**config.mk**
```make
export PLATFORM = sky130hd
export DESIGN_NAME = icmp_echo_frame_filter
export DESIGN_NICKNAME = d
export VERILOG_FILES = /design/src/hdl/iefilt_pkg.sv /design/src/hdl/iefilt_parse.sv /design/src/hdl/icmp_echo_frame_filter.sv
export SDC_FILE = /design/constraint.sdc
export NUM_CORES = 1
export LEC_CHECK = 0
export BUFFER_PORTS_ARGS = -buffer_cell sky130_fd_sc_hd__buf_2
export CAP_MARGIN = 15
export CORE_ASPECT_RATIO = 1.25
export CORE_UTILIZATION = 64
export DETAILED_ROUTE_END_ITERATION = 10
export PLACE_DENSITY = 0.87
export SLEW_MARGIN = 10
export SYNTH_ARGS = -nofsm -noshare
export SYNTH_HDL_FRONTEND = slang
export SYNTH_SLANG_ARGS = --single-unit
```
**constraint.sdc**
```tcl
create_clock -name clk -period 13 [get_ports clk]
set_input_delay 1.3 -clock clk [delete_from_list [all_inputs] [get_ports clk]]
set_output_delay 1.3 -clock clk [all_outputs]
set_load 0.005 [all_outputs]
```
**src/hdl/iefilt_pkg.sv**
```systemverilog
`default_nettype none

package iefilt_pkg;

  // Frame layout, in bytes from the first byte of the Ethernet header.
  localparam int unsigned EthHdrBytes  = 14;
  localparam int unsigned MinFrameLen  = 34;
  localparam int unsigned IcmpHdrBytes = 8;
  localparam logic [16:0] OffIhl       = 17'd14;
  localparam logic [16:0] OffTotHi     = 17'd16;
  localparam logic [16:0] OffTotLo     = 17'd17;
  localparam logic [16:0] OffProto     = 17'd23;
  localparam logic [16:0] OffsetMax    = 17'h1FFFF;

  // Offsets inside the ICMP header.
  localparam logic [16:0] RelType   = 17'd0;
  localparam logic [16:0] RelIdHi   = 17'd4;
  localparam logic [16:0] RelIdLo   = 17'd5;
  localparam logic [16:0] RelHdrEnd = 17'd7;

  // Field codes.
  localparam logic [7:0] ProtoIcmp       = 8'd1;
  localparam logic [7:0] TypeEchoReply   = 8'd0;
  localparam logic [7:0] TypeEchoRequest = 8'd8;
  localparam logic [3:0] IhlMin          = 4'd5;

  // Register map.
  localparam logic [15:0] IdentReset = 16'hA387;
  localparam int unsigned AddrWidth  = 2;

  // One result word.
  typedef struct packed {
    logic [7:0] payload_byte;
    logic       has_byte;
    logic       kind;
    logic       last;
  } res_t;

endpackage

`default_nettype wire

```
**src/hdl/iefilt_parse.sv**
```systemverilog
`default_nettype none

module iefilt_parse (
  input  wire logic                clk,
  input  wire logic                rst_n,
  input  wire logic                in_fire,
  input  wire logic [7:0]          data_byte,
  input  wire logic                frame_start,
  input  wire logic [15:0]         frame_len,
  input  wire logic [15:0]         match_ident,
  output logic                     emit,
  output iefilt_pkg::res_t         res
);

  logic [16:0] offset_r, offset_nxt;
  logic [15:0] flen_r, flen_nxt;
  logic [3:0]  hw_r, hw_nxt;
  logic [15:0] iptl_r, iptl_nxt;
  logic        kind_r, kind_nxt;
  logic [15:0] ident_r, ident_nxt;
  logic        drop_r, drop_nxt;
  logic [15:0] left_r, left_nxt;

  // Values as seen by this word, after a frame start has cleared them.
  logic [16:0] off_e;
  logic [15:0] flen_e;
  logic [3:0]  hw_e;
  logic [15:0] iptl_e;
  logic        kind_e;
  logic [15:0] ident_e;
  logic        drop_e;
  logic [15:0] left_e;

  logic [6:0]  icmp_off;
  logic [16:0] rel;
  logic [15:0] need;
  logic [15:0] tot;
  logic [15:0] id_full;
  logic [15:0] hdr_need;

  always_comb begin
    if (frame_start) begin
      off_e   = '0;
      flen_e  = frame_len;
      hw_e    = '0;
      iptl_e  = '0;
      kind_e  = 1'b0;
      ident_e = '0;
      left_e  = '0;
      drop_e  = (frame_len < 16'(iefilt_pkg::MinFrameLen));
    end else begin
      off_e   = offset_r;
      flen_e  = flen_r;
      hw_e    = hw_r;
      iptl_e  = iptl_r;
      kind_e  = kind_r;
      ident_e = ident_r;
      left_e  = left_r;
      drop_e  = drop_r;
    end
  end

  // Header field decode and the accept decision.
  always_comb begin
    icmp_off   = 7'(iefilt_pkg::EthHdrBytes) + {1'b0, hw_e, 2'b00};
    rel        = off_e - {10'b0, icmp_off};
    need       = {10'b0, hw_e, 2'b00} + 16'(iefilt_pkg::IcmpHdrBytes);
    tot        = {iptl_e[15:8], data_byte};
    id_full    = {ident_e[15:8], data_byte};
    hdr_need   = 16'(iefilt_pkg::EthHdrBytes + iefilt_pkg::IcmpHdrBytes)
                 + {10'b0, data_byte[3:0], 2'b00};
    flen_nxt   = flen_e;
    hw_nxt     = hw_e;
    iptl_nxt   = iptl_e;
    kind_nxt   = kind_e;
    ident_nxt  = ident_e;
    left_nxt   = left_e;
    drop_nxt   = drop_e;
    emit       = 1'b0;
    res        = '0;
    res.kind   = kind_e;

    if (!drop_e) begin
      if (off_e == iefilt_pkg::OffIhl) begin
        hw_nxt = data_byte[3:0];
        if (data_byte[3:0] < iefilt_pkg::IhlMin || flen_e < hdr_need) begin
          drop_nxt = 1'b1;
        end
      end else if (off_e == iefilt_pkg::OffTotHi) begin
        iptl_nxt = {data_byte, 8'h00};
      end else if (off_e == iefilt_pkg::OffTotLo) begin
        iptl_nxt = tot;
        if (tot < {10'b0, hw_e, 2'b00}) begin
          drop_nxt = 1'b1;
        end
      end else if (off_e == iefilt_pkg::OffProto) begin
        if (data_byte != iefilt_pkg::ProtoIcmp) begin
          drop_nxt = 1'b1;
        end
      end else if (off_e > iefilt_pkg::OffProto && off_e >= {10'b0, icmp_off}) begin
        if (rel == iefilt_pkg::RelType) begin
          if (data_byte != iefilt_pkg::TypeEchoReply &&
              data_byte != iefilt_pkg::TypeEchoRequest) begin
            drop_nxt = 1'b1;
          end else begin
            kind_nxt = (data_byte == iefilt_pkg::TypeEchoRequest);
          end
        end else if (rel == iefilt_pkg::RelIdHi) begin
          ident_nxt = {data_byte, 8'h00};
        end else if (rel == iefilt_pkg::RelIdLo) begin
          ident_nxt = id_full;
          if (id_full != match_ident) begin
            drop_nxt = 1'b1;
          end
        end else if (rel == iefilt_pkg::RelHdrEnd) begin
          if (iptl_e < need ||
              {1'b0, flen_e} < 17'(iefilt_pkg::EthHdrBytes) + {1'b0, iptl_e}) begin
            drop_nxt = 1'b1;
          end else begin
            left_nxt = iptl_e - need;
            if (iptl_e == need) begin
              // Empty payload: one notice word without a byte.
              emit     = 1'b1;
              res.last = 1'b1;
              drop_nxt = 1'b1;
            end
          end
        end else if (rel > iefilt_pkg::RelHdrEnd && left_e != '0) begin
          left_nxt         = left_e - 16'd1;
          emit             = 1'b1;
          res.payload_byte = data_byte;
          res.has_byte     = 1'b1;
          res.last         = (left_e == 16'd1);
          if (left_e == 16'd1) begin
            drop_nxt = 1'b1;
          end
        end
      end
    end

    offset_nxt = (off_e < iefilt_pkg::OffsetMax) ? off_e + 17'd1 : off_e;
  end

  // Frame state advances once per accepted word.
  always_ff @(posedge clk) begin
    if (!rst_n) begin
      offset_r <= '0;
      flen_r   <= '0;
      hw_r     <= '0;
      iptl_r   <= '0;
      kind_r   <= 1'b0;
      ident_r  <= '0;
      drop_r   <= 1'b1;
      left_r   <= '0;
    end else if (in_fire) begin
      offset_r <= offset_nxt;
      flen_r   <= flen_nxt;
      hw_r     <= hw_nxt;
      iptl_r   <= iptl_nxt;
      kind_r   <= kind_nxt;
      ident_r  <= ident_nxt;
      drop_r   <= drop_nxt;
      left_r   <= left_nxt;
    end
  end

endmodule

`default_nettype wire

```
**src/hdl/icmp_echo_frame_filter.sv**
```systemverilog
// A result word is registered in the output register, or in the skid entry while the output is stalled.
// Throughput: one frame byte per cycle while in_stall is low; the parser state updates in a single pass.
// A two-entry output buffer lets input continue while one result waits; in_stall
// rises only when both entries are full.
// Synchronous active-low reset idles the parser until the next frame start,
// empties the output buffer and sets match_ident to 0xA387.
`default_nettype none

module icmp_echo_frame_filter (
  input  wire logic                                clk,
  input  wire logic                                rst_n,
  // Frame byte input.
  input  wire logic                                in_valid,
  output logic                                     in_stall,
  input  wire logic [7:0]                          in_data_byte,
  input  wire logic                                in_frame_start,
  input  wire logic [15:0]                         in_frame_len,
  // Payload output.
  output logic                                     out_valid,
  input  wire logic                                out_stall,
  output logic [7:0]                               out_payload_byte,
  output logic                                     out_has_byte,
  output logic                                     out_kind,
  output logic                                     out_last,
  // Register port.
  input  wire logic                                psel,
  input  wire logic                                penable,
  input  wire logic                                pwrite,
  input  wire logic [iefilt_pkg::AddrWidth-1:0]    paddr,
  input  wire logic [31:0]                         pwdata,
  output logic [31:0]                              prdata,
  output logic                                     pready
);

  logic             in_fire;
  logic             out_fire;
  logic             emit;
  iefilt_pkg::res_t res;
  iefilt_pkg::res_t out_r;
  iefilt_pkg::res_t skid_r;
  logic             out_v_r;
  logic             skid_v_r;
  logic [15:0]      match_ident_r;

  // Register port: a single register, so every address selects it.
  assign pready = 1'b1;
  assign prdata = {16'h0000, match_ident_r};

  always_ff @(posedge clk) begin
    if (!rst_n) begin
      match_ident_r <= iefilt_pkg::IdentReset;
    end else if (psel && penable && pwrite && paddr == paddr) begin
      match_ident_r <= pwdata[15:0];
    end
  end

  // Handshakes.
  assign in_stall = skid_v_r;
  assign in_fire  = in_valid && !skid_v_r;
  assign out_fire = out_v_r && !out_stall;

  iefilt_parse u_parse (
    .clk         (clk),
    .rst_n       (rst_n),
    .in_fire     (in_fire),
    .data_byte   (in_data_byte),
    .frame_start (in_frame_start),
    .frame_len   (in_frame_len),
    .match_ident (match_ident_r),
    .emit        (emit),
    .res         (res)
  );

  // Output register with a skid entry behind it.
  always_ff @(posedge clk) begin
    if (!rst_n) begin
      out_v_r  <= 1'b0;
      skid_v_r <= 1'b0;
    end else if (out_fire || !out_v_r) begin
      if (skid_v_r) begin
        out_v_r  <= 1'b1;
        skid_v_r <= 1'b0;
      end else begin
        out_v_r <= in_fire && emit;
      end
    end else if (in_fire && emit) begin
      skid_v_r <= 1'b1;
    end
  end

  always_ff @(posedge clk) begin
    if (out_fire || !out_v_r) begin
      out_r <= skid_v_r ? skid_r : res;
    end
    if (!skid_v_r) begin
      skid_r <= res;
    end
  end

  assign out_valid        = out_v_r;
  assign out_payload_byte = out_r.payload_byte;
  assign out_has_byte     = out_r.has_byte;
  assign out_kind         = out_r.kind;
  assign out_last         = out_r.last;

endmodule

`default_nettype wire
```
==> results by group <==
Detailed routing
  • WL met1: a little under 10000 um
  • DRC violations left: 0
  • WL met2: around 12000 um
  • DRT Wirelength: ~25000 um
  • Top Metal Used: met4
  • Vias: about 8700
  • 1st-pass router iterations: 6
  • Met3 Routed Length: ~2000 um
  • Via/cell ratio: ~6.7
  • Drt wl/cell: 19.2 um
  • Routed Antenna Nets: 0
  • DR iter-0 viols: 793

Logic synthesis
  • Syn avg cell area: 7.93 um2
  • Synth async-reset ratio: 0%
  • Register area share after synthesis: 29.0%
  • Post-synthesis register bit count: 119
  • Ys Warns: 0
  • Synth unique cells: 94
  • Top cells by area, synth: dfxtp_1 (25%), ha_1 (6.8%), nand2_1 (6.6%)
  • Netlist Area Pre-Place: 8590 um2
  • Area share of the largest cell type after synthesis: 25.2%
  • Area leader, netlist: dfxtp_1
  • EDFF count, synth: 11
  • Syn Inst Count: 1083
  • Top_reg_cell synth: dfxtp_1

Power and ir drop
  • Cell Int Power: 676 uW
  • Comb pwr share: between 10% and 20%
  • Flop pwr share: between 40% and 50%
  • Power share of the clock group: a little under half
  • Final Power: approximately 930 uW
  • Leak: approximately 3.7 nW
  • Switching Power: between 200 and 300 uW
  • Power per cell area: 99.1 nW/um2
  • Worst VDD drop: about 0.000084 V
  • Sw Ratio: between 20% and 30%

Cells and area
  • Diodes inserted: 0
  • Multi-input logic area: 5600 um2
  • Finished Cell Area: roughly 9400 um2
  • Fin cells: roughly 1300
  • Register area: around 2500 um2
  • Final net count: roughly 1200
  • Fraction of layout cells with a size suffix above 1: between 10 and 15%
  • Layout fillers: 990
  • Synth-to-layout area growth: 9.67%

Outcome
  • Status: complete, no violations

Critical path
  • Critical Path AT: between 6 and 7 ns
  • Crit-path most repeated cell: buf_4
  • Worst Setup Start Kind: input port
  • Crit path required time: ~13 ns
  • Slowest stage cell, crit path: nor4bb_1
  • Crit path max fanout: between 50 and 60
  • Critical path class: in2reg
  • Max incr delay on CP: 0.69 ns
  • Crit-path cells: buf_2 -> buf_4 -> clkinv_1 -> buf_4 -> nand2_1 -> ha_1 -> inv_1 -> o21ai_0 -> nor4bb_1 -> and3_1 -> xor2_1 -> nand2_1 -> ha_1 -> nand4_1 -> nor2_1 -> o21ai_0 -> o221ai_1 -> nand4_1 -> nor2_1 -> buf_4 -> o21a_1 -> o2111a_1 -> o22ai_1
  • Critical Path Sink Type: register

STA
  • Max Transition Viols Final: 0
  • Setup violators final: 0
  • Least-Margin Pin Slew: ~1.1 ns
  • Final hold violation count: 0
  • Min Tclk post-route: approximately 6.3 ns
  • Final period utilization: about half
  • FMAX: ~0.16 GHz
  • Setup TNS: 0 ns
  • RSZ-0062 raised after global routing: no
  • Clock skew: between 0.004 and 0.005 ns
  • Slew Limit Headroom: 25.5%

Clock tree
  • CTS max path bufs: 2
  • Reg clk slew, reported paths: around 0.06 ns
  • Max H-tree Level: 4
  • Resized Gates After CTS: 0
  • Root buffer cell: clkbuf_16
  • CTS tree: yes
  • Post-CTS Setup Bufs: 0
  • Post-CTS Hold Buffers: 0
  • Clk Latency, worst-skew pair: 0.43 ns
  • CTS Buf Count: 17
  • Clock sink total: approximately 120

Floorplan
  • Die width: about 110 um
  • FP Rows: 46
  • Starting Density: about 67%
  • Die span in y: around 130 um
  • Core footprint: between 10000 and 15000 um2
  • # IOs: between 100 and 150
  • Die area: 13900 um2

GRT
  • Initial antenna violation count: 0
  • Remaining Overflow, GRT: 0
  • Vias in the first global route: 8301
  • Largest net degree at the start of global routing: 71
  • Global-route wire length before repair: just over 40000 um
  • GRT Util Overall: between 30% and 40%

Hold path
  • Hold Path Class: reg2reg

Placed design
  • Dpl cells: between 1000 and 1500
  • Dpl hpwl: between 15000 and 20000 um
  • Port Buffers: between 70 and 80
  • DP Area: between 8000 and 9000 um2
  • RePlAce Congestion: 0.977

Flow run
  • Max Cap Viol: 0
-- layout make-up --
cell class | count | area share (%)
Multi-Input combinational cell | 866 | 59.5
Sequential cell | 119 | 26.5
Timing Repair Buffer | 85 | 4.75
Clock buffer | 18 | 4.56
Tap cell | 168 | 2.23
Clock inverter | 14 | 1.37
Inverter | 29 | 1.16
-- cells in the final DEF (no fill, tap or decap), types with 6 or more instances in the layout --
cell type / netlist / layout
nand4_1: 13 / 13
o21ai_0: 38 / 38
nor3_1: 30 / 30
a21oi_1: 72 / 72
and2_1: 6 / 6
a31oi_1: 19 / 19
a32o_1: 11 / 11
dfxtp_1: 108 / 108
xnor2_1: 37 / 37
nand3_1: 38 / 38
buf_2: 15 / 76
a22o_1: 10 / 10
xor2_1: 9 / 9
o21a_1: 11 / 11
nor4_1: 14 / 14
conb_1: 2 / 17
nor2b_1: 21 / 20
and3_1: 13 / 13
mux2_2: 16 / 16
a22oi_1: 31 / 31
nor2_1: 97 / 97
o31ai_1: 7 / 7
edfxtp_1: 11 / 11
o22ai_1: 6 / 6
clkbuf_16: 0 / 17
o211ai_1: 15 / 15
buf_4: 21 / 9
or3_1: 10 / 10
nand2_1: 151 / 151
inv_1: 27 / 27
a21o_1: 7 / 7
ha_1: 47 / 47
-- cells in the mapped netlist (5+ instances only) --
cell	number
or3_1	10
o21a_1	11
o211ai_1	15
nor2b_1	21
edfxtp_1	11
a211oi_1	5
inv_1	27
nor2_1	97
nor4bb_1	5
a22o_1	10
buf_2	15
a21o_1	7
o21ai_1	5
nor3b_1	5
xnor2_1	37
ha_1	47
buf_4	21
nand3_1	38
nor3_1	30
o32ai_1	5
o22ai_1	6
o21ai_0	38
a22oi_1	31
mux2_2	16
and3_1	13
xor2_1	9
nand2_1	151
o31ai_1	7
a31oi_1	19
and2_1	6
nand4_1	13
a21oi_1	72
a32o_1	11
clkbuf_1	39
dfxtp_1	108
nor4_1	14
-- cells by family after synthesis --
kind of cell | Yosys count | share of synthesized area, %
AND/OR/NAND/NOR | 437 | 25.3
AO/OA/AOI/OAI | 301 | 25.1
flip-flops | 119 | 29.0
buffers and inverters | 113 | 6.44
adder cells (fa/ha/maj) | 49 | 7.19
XOR/XNOR | 46 | 4.69
multiplexers | 16 | 2.10
other | 2 | 0.0874
-- power groups by stage --
stage	Combinational (mW)	Clock, mW	Sequential, mW
floorplan	0.0738	0	0.387
global placement	0.100	0	0.388
detailed placement	0.103	0	0.388
CTS	0.104	0.449	0.380
global route	0.116	0.468	0.381
finish	0.107	0.446	0.381
-- metal layers --
layer,GRT usage [%],vias up
met2,59.7,478
met4,25.6,0
met1,42.7,4049
met3,7.59,127
li1,-,4027
met5,0,-
-- sequential cells by signal (all words and copies together), names as in the netlist, 8 cells and up --
register	flops
skid_r	11
u_parse.offset_r	17
u_parse.flen_r	16
out_payload_byte	8
u_parse.left_r	16
u_parse.ident_r	8
match_ident_r	16
u_parse.iptl_r	16
-- final timing paths --
kind,start,to,slack (ns),cells past startpoint
max,in_frame_start,u_parse.left_r[9],6.69,23
max reg2reg,u_parse.hw_r[1],u_parse.left_r[13],8.08,15
min reg2reg,skid_r[2],skid_r[2],0.45,1
min,skid_r[2],skid_r[2],0.45,1
-- critical path: cells and delay by family --
| kind | cells | cell delay (ns) |
|---|---|---|
| adders and majority gates | 2 | 0.58 |
| and+or+nand+nor | 8 | 1.97 |
| xor gates and xnor gates | 1 | 0.14 |
| AOI/OAI and AO/OA | 6 | 1.31 |
| buffers and inverters | 6 | 1.26 |
-- through the flow --
step                worst slack (ns)  utilization [%]  hold slack (ns)
floorplan                       7.13                -            0.423
global placement                6.63             68.8            0.430
detailed placement              6.53             68.8            0.441
CTS                             6.92             73.1            0.454
global route                    6.35             73.1            0.472
finish                          6.69             73.1            0.451
Power figures use the tool's default switching activity.
